--- config.mk ---
export PLATFORM = sky130hd
export DESIGN_NAME = deadline_ordered_timer_queue
export DESIGN_NICKNAME = d
export VERILOG_FILES = /design/src/rtl/core/dotq_pkg.sv /design/src/rtl/core/dotq_entry_ram.sv /design/src/rtl/core/deadline_ordered_timer_queue.sv
export SDC_FILE = /design/constraint.sdc
export NUM_CORES = 2
export LEC_CHECK = 0
export BUFFER_PORTS_ARGS = -buffer_cell sky130_fd_sc_hd__buf_4
export CORE_ASPECT_RATIO = 0.7
export CORE_UTILIZATION = 35
export CTS_CLUSTER_SIZE = 12
export DETAILED_ROUTE_END_ITERATION = 6
export PLACE_DENSITY = 0.55
export SYNTH_ARGS = -nofsm -noshare
export SYNTH_HDL_FRONTEND = slang
export SYNTH_SLANG_ARGS = --single-unit
--- constraint.sdc ---
create_clock -name clock -period 16.8 [get_ports clock]
set_input_delay 2.52 -clock clock [delete_from_list [all_inputs] [get_ports clock]]
set_output_delay 2.52 -clock clock [all_outputs]
set_load 0.01 [all_outputs]
--- src/rtl/core/dotq_pkg.sv ---
// ----------------------------------------------------------------------------
// dotq_pkg
// Types and codes shared by the deadline ordered timer queue.
// ----------------------------------------------------------------------------
package dotq_pkg;

   localparam int QueueDepth = 16;
   localparam int IdxWidth   = $clog2(QueueDepth);
   localparam int RidWidth   = 4;
   localparam int TimeWidth  = 32;
   localparam int MaxFire    = 16;

   localparam logic [2:0] FUNC_ADD_ABS = 3'd0;
   localparam logic [2:0] FUNC_ADD_DLY = 3'd1;
   localparam logic [2:0] FUNC_ADD_REP = 3'd2;
   localparam logic [2:0] FUNC_CANCEL  = 3'd3;
   localparam logic [2:0] FUNC_TICK    = 3'd4;

   localparam logic [1:0] KIND_FIRED  = 2'd0;
   localparam logic [1:0] KIND_REPID  = 2'd1;
   localparam logic [1:0] KIND_ACCEPT = 2'd2;
   localparam logic [1:0] KIND_REJECT = 2'd3;

   typedef struct packed {
      logic [2:0]           func;
      logic [TimeWidth-1:0] time_value;
      logic [15:0]          repeat_count;
      logic [15:0]          task_tag;
      logic [RidWidth-1:0]  cancel_id;
   } req_type;

   typedef struct packed {
      logic [1:0]          kind;
      logic [15:0]         fired_tag;
      logic [RidWidth-1:0] repeat_id;
      logic                last;
   } rsp_type;

   typedef struct packed {
      logic [TimeWidth-1:0] deadline;
      logic [15:0]          tag;
      logic                 is_repeat;
      logic [RidWidth-1:0]  rid;
      logic [15:0]          remaining;
      logic [TimeWidth-1:0] interval;
      logic [15:0]          order;
   } entry_type;

endpackage

--- src/rtl/core/dotq_entry_ram.sv ---
// ----------------------------------------------------------------------------
// dotq_entry_ram
// Entry store with one write port and one registered read port.
// ----------------------------------------------------------------------------
module dotq_entry_ram (
   input  logic                                clock,
   input  logic                                wr_en,
   input  logic [dotq_pkg::IdxWidth-1:0]       wr_addr,
   input  dotq_pkg::entry_type                 wr_data,
   input  logic [dotq_pkg::IdxWidth-1:0]       rd_addr,
   output dotq_pkg::entry_type                 rd_data
);

   dotq_pkg::entry_type mem [dotq_pkg::QueueDepth];
   dotq_pkg::entry_type rd_data_ff;

   always_ff @(posedge clock) begin
      if (wr_en) begin
         mem[wr_addr] <= wr_data;
      end
      rd_data_ff <= mem[rd_addr];
   end

   assign rd_data = rd_data_ff;

endmodule

--- src/rtl/core/deadline_ordered_timer_queue.sv ---
// ----------------------------------------------------------------------------
// deadline_ordered_timer_queue
// Tick driven timer queue that fires pending events in deadline order.
// ----------------------------------------------------------------------------
//  channel  direction  payload    handshake
//  req_     in         req_type   req_valid / req_ready
//  rsp_     out        rsp_type   rsp_valid / rsp_ready
//
// Adds and cancels answer with one transaction.
// A tick scans the entry memory once per fired event, up to MaxFire events,
// and, if that limit is not reached, once more to find that nothing is left due.
// Reset is synchronous and clears the control state and valid flags only.
// A stalled result port holds the tick at its fire and flush steps until the output register drains.
// ----------------------------------------------------------------------------
module deadline_ordered_timer_queue (
   input  logic                clock,
   input  logic                reset,
   input  logic                req_valid,
   output logic                req_ready,
   input  dotq_pkg::req_type   req_data,
   output logic                rsp_valid,
   input  logic                rsp_ready,
   output dotq_pkg::rsp_type   rsp_data
);

   localparam logic [1:0] ST_IDLE  = 2'd0;
   localparam logic [1:0] ST_SCAN  = 2'd1;
   localparam logic [1:0] ST_FIRE  = 2'd2;
   localparam logic [1:0] ST_FLUSH = 2'd3;
   localparam int CntWidth  = dotq_pkg::IdxWidth + 1;
   localparam int FireWidth = $clog2(dotq_pkg::MaxFire + 1);

   logic [1:0] state_ff, state_in;
   logic [dotq_pkg::TimeWidth-1:0] tick_ff, tick_in;
   logic [dotq_pkg::QueueDepth-1:0] valid_ff, valid_in;
   logic [15:0] active_ff, active_in;
   logic [dotq_pkg::RidWidth-1:0] next_rid_ff, next_rid_in;
   logic [15:0] seq_ff, seq_in;
   logic [CntWidth-1:0] cnt_ff, cnt_in;
   logic dv_ff, dv_in;
   logic [dotq_pkg::IdxWidth-1:0] didx_ff, didx_in;
   logic found_ff, found_in;
   dotq_pkg::entry_type best_ff, best_in;
   logic [dotq_pkg::IdxWidth-1:0] best_idx_ff, best_idx_in;
   logic [FireWidth-1:0] nfire_ff, nfire_in;
   logic held_ff, held_in;
   dotq_pkg::rsp_type held_data_ff, held_data_in;
   logic rsp_valid_ff, rsp_valid_in;
   dotq_pkg::rsp_type rsp_data_ff, rsp_data_in;

   logic wr_en;
   logic [dotq_pkg::IdxWidth-1:0] wr_addr;
   dotq_pkg::entry_type wr_data;
   dotq_pkg::entry_type rd_data;

   logic out_free;
   logic full;
   logic [dotq_pkg::IdxWidth-1:0] free_idx;
   logic cand_due;
   logic cand_before;
   logic [15:0] order_diff;
   logic rearm;
   logic [15:0] cnt_fix;
   logic [dotq_pkg::TimeWidth-1:0] tv_fix;

   dotq_entry_ram u_ram (
      .clock   (clock),
      .wr_en   (wr_en),
      .wr_addr (wr_addr),
      .wr_data (wr_data),
      .rd_addr (cnt_ff[dotq_pkg::IdxWidth-1:0]),
      .rd_data (rd_data)
   );

   assign out_free  = !rsp_valid_ff || rsp_ready;
   assign req_ready = (state_ff == ST_IDLE) && out_free;
   assign rsp_valid = rsp_valid_ff;
   assign rsp_data  = rsp_data_ff;

   always_comb begin
      full     = 1'b1;
      free_idx = '0;
      for (int i = dotq_pkg::QueueDepth - 1; i >= 0; i--) begin
         if (!valid_ff[i]) begin
            full     = 1'b0;
            free_idx = dotq_pkg::IdxWidth'(i);
         end
      end
   end

   assign order_diff  = rd_data.order - best_ff.order;
   assign cand_due    = valid_ff[didx_ff] && (rd_data.deadline <= tick_ff);
   assign cand_before = (rd_data.deadline < best_ff.deadline) ||
                        ((rd_data.deadline == best_ff.deadline) && order_diff[15]);
   assign rearm       = best_ff.is_repeat && active_ff[best_ff.rid] &&
                        (best_ff.remaining != 16'd0);
   assign cnt_fix     = (req_data.repeat_count == 16'd0) ? 16'd1 : req_data.repeat_count;
   assign tv_fix      = (req_data.time_value == '0) ? dotq_pkg::TimeWidth'(1)
                                                    : req_data.time_value;

   always_comb begin
      state_in     = state_ff;
      tick_in      = tick_ff;
      valid_in     = valid_ff;
      active_in    = active_ff;
      next_rid_in  = next_rid_ff;
      seq_in       = seq_ff;
      cnt_in       = cnt_ff;
      dv_in        = 1'b0;
      didx_in      = didx_ff;
      found_in     = found_ff;
      best_in      = best_ff;
      best_idx_in  = best_idx_ff;
      nfire_in     = nfire_ff;
      held_in      = held_ff;
      held_data_in = held_data_ff;
      rsp_valid_in = rsp_valid_ff && !rsp_ready;
      rsp_data_in  = rsp_data_ff;
      wr_en        = 1'b0;
      wr_addr      = free_idx;
      wr_data      = '0;

      unique case (state_ff)
         ST_IDLE: begin
            if (req_valid && req_ready) begin
               priority case (req_data.func)
                  dotq_pkg::FUNC_ADD_ABS, dotq_pkg::FUNC_ADD_DLY: begin
                     rsp_valid_in = 1'b1;
                     if (full) begin
                        rsp_data_in = '{dotq_pkg::KIND_REJECT, 16'd0, '0, 1'b1};
                     end else begin
                        wr_en            = 1'b1;
                        wr_data.deadline = (req_data.func == dotq_pkg::FUNC_ADD_ABS) ?
                                           req_data.time_value :
                                           tick_ff + req_data.time_value;
                        wr_data.tag      = req_data.task_tag;
                        wr_data.order    = seq_ff;
                        valid_in[free_idx] = 1'b1;
                        seq_in           = seq_ff + 16'd1;
                        rsp_data_in = '{dotq_pkg::KIND_ACCEPT, 16'd0, '0, 1'b1};
                     end
                  end
                  dotq_pkg::FUNC_ADD_REP: begin
                     rsp_valid_in = 1'b1;
                     if (full) begin
                        rsp_data_in = '{dotq_pkg::KIND_REJECT, 16'd0, '0, 1'b1};
                     end else begin
                        wr_en             = 1'b1;
                        wr_data.deadline  = tick_ff + tv_fix;
                        wr_data.tag       = req_data.task_tag;
                        wr_data.is_repeat = 1'b1;
                        wr_data.rid       = next_rid_ff;
                        wr_data.remaining = cnt_fix - 16'd1;
                        wr_data.interval  = tv_fix;
                        wr_data.order     = seq_ff;
                        valid_in[free_idx] = 1'b1;
                        seq_in            = seq_ff + 16'd1;
                        active_in[next_rid_ff] = 1'b1;
                        next_rid_in       = next_rid_ff + 1'b1;
                        rsp_data_in = '{dotq_pkg::KIND_REPID, 16'd0, next_rid_ff, 1'b1};
                     end
                  end
                  dotq_pkg::FUNC_CANCEL: begin
                     active_in[req_data.cancel_id] = 1'b0;
                     rsp_valid_in = 1'b1;
                     rsp_data_in  = '{dotq_pkg::KIND_ACCEPT, 16'd0, '0, 1'b1};
                  end
                  dotq_pkg::FUNC_TICK: begin
                     tick_in  = tick_ff + 1'b1;
                     state_in = ST_SCAN;
                     cnt_in   = '0;
                     found_in = 1'b0;
                     nfire_in = '0;
                     held_in  = 1'b0;
                  end
                  default: begin
                  end
               endcase
            end
         end
         ST_SCAN: begin
            if (!cnt_ff[CntWidth-1]) begin
               cnt_in  = cnt_ff + 1'b1;
               dv_in   = 1'b1;
               didx_in = cnt_ff[dotq_pkg::IdxWidth-1:0];
            end
            if (dv_ff) begin
               if (cand_due && (!found_ff || cand_before)) begin
                  found_in    = 1'b1;
                  best_in     = rd_data;
                  best_idx_in = didx_ff;
               end
               if (didx_ff == dotq_pkg::IdxWidth'(dotq_pkg::QueueDepth - 1)) begin
                  state_in = (found_ff || cand_due) ? ST_FIRE : ST_FLUSH;
               end
            end
         end
         ST_FIRE: begin
            if (!held_ff || out_free) begin
               if (held_ff) begin
                  rsp_valid_in = 1'b1;
                  rsp_data_in  = held_data_ff;
               end
               held_in      = 1'b1;
               held_data_in = '{dotq_pkg::KIND_FIRED, best_ff.tag, best_ff.rid, 1'b0};
               valid_in[best_idx_ff] = 1'b0;
               if (rearm) begin
                  wr_en             = 1'b1;
                  wr_addr           = best_idx_ff;
                  wr_data           = best_ff;
                  wr_data.deadline  = tick_ff + best_ff.interval;
                  wr_data.remaining = best_ff.remaining - 16'd1;
                  wr_data.order     = seq_ff;
                  valid_in[best_idx_ff] = 1'b1;
                  seq_in            = seq_ff + 16'd1;
               end
               nfire_in = nfire_ff + 1'b1;
               cnt_in   = '0;
               found_in = 1'b0;
               state_in = (nfire_ff == FireWidth'(dotq_pkg::MaxFire - 1)) ?
                          ST_FLUSH : ST_SCAN;
            end
         end
         ST_FLUSH: begin
            if (!held_ff) begin
               state_in = ST_IDLE;
            end else if (out_free) begin
               rsp_valid_in     = 1'b1;
               rsp_data_in      = held_data_ff;
               rsp_data_in.last = 1'b1;
               held_in          = 1'b0;
               state_in         = ST_IDLE;
            end
         end
         default: begin
            state_in = ST_IDLE;
         end
      endcase
   end

   always_ff @(posedge clock) begin
      if (reset) begin
         state_ff     <= ST_IDLE;
         tick_ff      <= '0;
         valid_ff     <= '0;
         active_ff    <= '0;
         next_rid_ff  <= '0;
         seq_ff       <= '0;
         cnt_ff       <= '0;
         dv_ff        <= 1'b0;
         found_ff     <= 1'b0;
         nfire_ff     <= '0;
         held_ff      <= 1'b0;
         rsp_valid_ff <= 1'b0;
      end else begin
         state_ff     <= state_in;
         tick_ff      <= tick_in;
         valid_ff     <= valid_in;
         active_ff    <= active_in;
         next_rid_ff  <= next_rid_in;
         seq_ff       <= seq_in;
         cnt_ff       <= cnt_in;
         dv_ff        <= dv_in;
         found_ff     <= found_in;
         nfire_ff     <= nfire_in;
         held_ff      <= held_in;
         rsp_valid_ff <= rsp_valid_in;
      end
      didx_ff      <= didx_in;
      best_ff      <= best_in;
      best_idx_ff  <= best_idx_in;
      held_data_ff <= held_data_in;
      rsp_data_ff  <= rsp_data_in;
   end

endmodule
==> impl_metrics.ini <==
[detailed_routing]
drtIter0Drc = 5143
final_antenna_net_count = 0
remaining_drc_errors = 0
wire_per_inst_um = 26.9
vias = 47745
via_per_inst = 5.44
wl_um = 236000
drt_first_pass_iters = 7

[place]
dp_slack_ps = 9050
portBuffers = 99
dpl.hpwl_um = 134000
globalplace.congestion = 0.911
dp.cells = 8347

[sta]
finalHoldViolCount = 0
max_freq_mhz = 146
layout_setup_ws_ps = 9970
hold_ws_ps = 388
worst_slew_pin_slew_ps = 1380
final_max_slew_viol_count = 0
setup_violations = 0
rsz0062_at_grt = no
skew_ps = 84.9
slew_headroom_pct = 6.89
fin_tns_setup_ps = 0
finalCritPeriodShare_pct = 40.7
fin_crit_ps = 6830

[cts]
cts_root_buf = clkbuf_16
cts_setup_buffers = 0
cts_hold_buf = 0
clk_latency_ps = 920
cts_buffer_depth = 4
cts_inserted_buffers = 230
cts.clk_slew.worst_paths_ps = 60
ctsResizeCount = 0
cts_num_sinks = 2257
cts_tree = yes
h-tree-depth = 4

[finish]
layoutNonFillerInstCount = 8778
drive_gt1_share_pct = 21.5
area_delta_synth_final_pct = 13.3
nets = 5334
final_util_pct = 39.8

[setup_path]
worstPathMaxFanout = 16
critPathLaunch = req_data[58]
crit_required_ps = 17290
timing.rr.start = best_ff[64]
crit_end = u_ram.mem[11][113]
rrSetupSlack_ps = 10730
r2r_cells = 11
start_kind = input port
critPathArrivalTime_ps = 7320
critical_path_class = in -> reg
worst_setup_path_end_kind = register
cp_cell_sequence = buf_4, nor4_1, nand4_1, o21bai_1, ha_1, fa_1, nand3_1, a211oi_1, o22ai_1, o31ai_1, nand3_1, o21ai_1, and4b_1, nor2_1, xnor2_1, o221ai_1
cp_slowest_cell = o221ai_1
cpPeakStageDelay_ps = 1080
r2r_end = u_ram.mem[10][53]
cp_common_cell = nand3_1

[global_routing]
grt_max_degree = 135
grt_first_pass_wirelength_um = 341000
antenna_found_initial = 18
track_usage_pct = 17.5
grt_overflow = 0
grt_pass1_vias = 47535

[synthesis]
syn-num-nets = 5146
ys_types = 90
synthArstFlopShare_pct = 0
synthCells = 4895
synth_seq_cells = 2257
avgSynthCellArea_um2 = 18.8
ys_seq_area_share_pct = 71.3
syn_area_um2 = 92000
yosysWarnings = 0
synth_edf_count = 2040
yosys_most_used_dff = edfxtp_1

[floorplan]
core_um2 = 261000
die_h_um = 431
initial_core_util_pct = 35.2
std_cell_rows = 157
die-area_um2 = 265000
die_w_um = 615
io_pins = 100

[status]
status = finished, final reports clean

[power]
peakVddDrop_v = 0.0000864
power.leakage_uw = 0.0333
p_per_area_nw_per_um2 = 116

[run]
cap_violations = 0

[worst_hold_path]
hold_class = reg -> reg
[cells in the mapped netlist (13+ instances only)]
| library cell | instances | share of area, % |
|---|---|---|
| edfxtp_1 | 2040 | 67 |
| mux4_2 | 594 | 15 |
| dfxtp_1 | 217 | 4.7 |
| clkbuf_1 | 193 | 0.79 |
| nor2_1 | 188 | 0.77 |
| ha_1 | 173 | 2.4 |
| nand2_1 | 160 | 0.65 |
| a21oi_1 | 153 | 0.83 |
| inv_1 | 125 | 0.51 |
| o21ai_0 | 121 | 0.66 |
| xnor2_1 | 107 | 1.0 |
| xor2_1 | 66 | 0.63 |
| a21o_1 | 56 | 0.46 |
| nand3_1 | 53 | 0.29 |
| nor3_1 | 48 | 0.26 |
| a22o_1 | 47 | 0.45 |
| and2_1 | 39 | 0.27 |
| nand4_1 | 37 | 0.25 |
| a211oi_1 | 35 | 0.29 |
| o22ai_1 | 35 | 0.24 |
| buf_1 | 32 | 0.13 |
| nor4_1 | 26 | 0.18 |
| o221ai_1 | 25 | 0.24 |
| and3_1 | 23 | 0.16 |
| nand2b_1 | 19 | 0.13 |
| a22oi_1 | 15 | 0.12 |
| o211ai_1 | 15 | 0.12 |
| o21a_1 | 15 | 0.12 |
| a311oi_1 | 14 | 0.13 |
| a31oi_1 | 14 | 0.095 |
| nor2b_1 | 14 | 0.095 |
| o21bai_1 | 13 | 0.11 |
[cells by family (layout without fill, tap and decap cells)]
kind of cell,count (synthesis),count (layout),synth area share [%]
DFF,2257,2257,71.3
muxes,603,603,14.7
other,0,8,0
buffers and inverters,369,746,1.56
xor gates and xnor gates,173,173,1.65
and+or+nand+nor,658,658,3.49
AOI/OAI and AO/OA,651,651,4.79
adders and majority gates,184,184,2.51
[stage by stage]
step | cell area (µm²) | total power, µW
after floorplan | 92000 | 7070
after global placement | 97200 | 7420
final | 104000 | 12100
after CTS | 104000 | 12200
after detailed placement | 97200 | 7440
after global routing | 104000 | 12500
[cells in the final DEF, fill, tap and decap left out, drive strengths merged, types with 10 or more instances in the layout]
cell    count
nand2b     19
nor2b      14
o31ai      12
nor2      188
a21o       56
o21a       15
a22oi      16
nand2     161
o21ai     125
buf       199
nand4      38
a221oi     12
ha        173
nor4       26
o211ai     15
edfxtp   2040
o22ai      35
mux4      595
xnor2     107
or3        10
o21bai     13
a31oi      14
dfxtp     217
xor2       66
clkinv     28
a21oi     156
clkbuf    385
nor3       48
a22o       47
nand3      55
inv       129
a211oi     37
and3       24
and2       39
o221ai     25
a311oi     14
[layer usage]
metal | share of wire [%] | GRT usage (%) | vias to the layer above
met5 | 0.017 | 0 | -
met4 | 2.2 | 4.02 | 6
met3 | 5.8 | 2.51 | 330
met2 | 45 | 26.9 | 1503
met1 | 47 | 26.3 | 25501
li1 | - | - | 20405
[how the worst min path moves through the flow]
stage | from | endpoint | slack [ps] | depth (start not counted)
after floorplan | u_ram.rd_data[16] | best_ff[16] | 390 | 0
after global placement | u_ram.rd_data[27] | best_ff[27] | 390 | 0
after detailed placement | u_ram.rd_data[23] | best_ff[23] | 390 | 0
after CTS | u_ram.rd_data[27] | best_ff[27] | 370 | 0
after global routing | u_ram.rd_data[27] | best_ff[27] | 390 | 0
final | u_ram.rd_data[27] | best_ff[27] | 390 | 0
[sequential cells by signal, indices dropped and copies added, names as in the netlist, named ones only]
register and count:
rsp_data 23, held_data_ff 20, seq_ff 16, tick_ff 32, active_ff 16, rsp_valid 1
best_ff 117, next_rid_ff 4, state_ff 2, didx_ff 4, best_idx_ff 4, nfire_ff 5
found_ff 1, u_ram.rd_data 117, held_ff 1, dv_ff 1, u_ram.mem 1872, cnt_ff 5
[power breakdown]
part / switching, µW / internal, µW / total, µW
Clock: 2070 / 2720 / 4790
Sequential: 117 / 6280 / 6400
Combinational: 502 / 407 / 909
[layout make-up]
cell class,count,area (µm²)
antenna,8,20.0
clock buffer,385,6630
clock inverter,36,320
fill,23182,157000
inverter,126,475
multi-input combinational,2269,25100
sequential,2257,65600
tap,3498,4380
timing repair buffer,199,1600
[critical path: cells and delay by family]
kind	cells	cell delay, ps
compound gates	6	2690
fa+ha+maj	2	530
xor+xnor	1	140
simple gates	6	1300
buf+inv	1	150
Note: power is estimated with default switching activity, not from simulation.
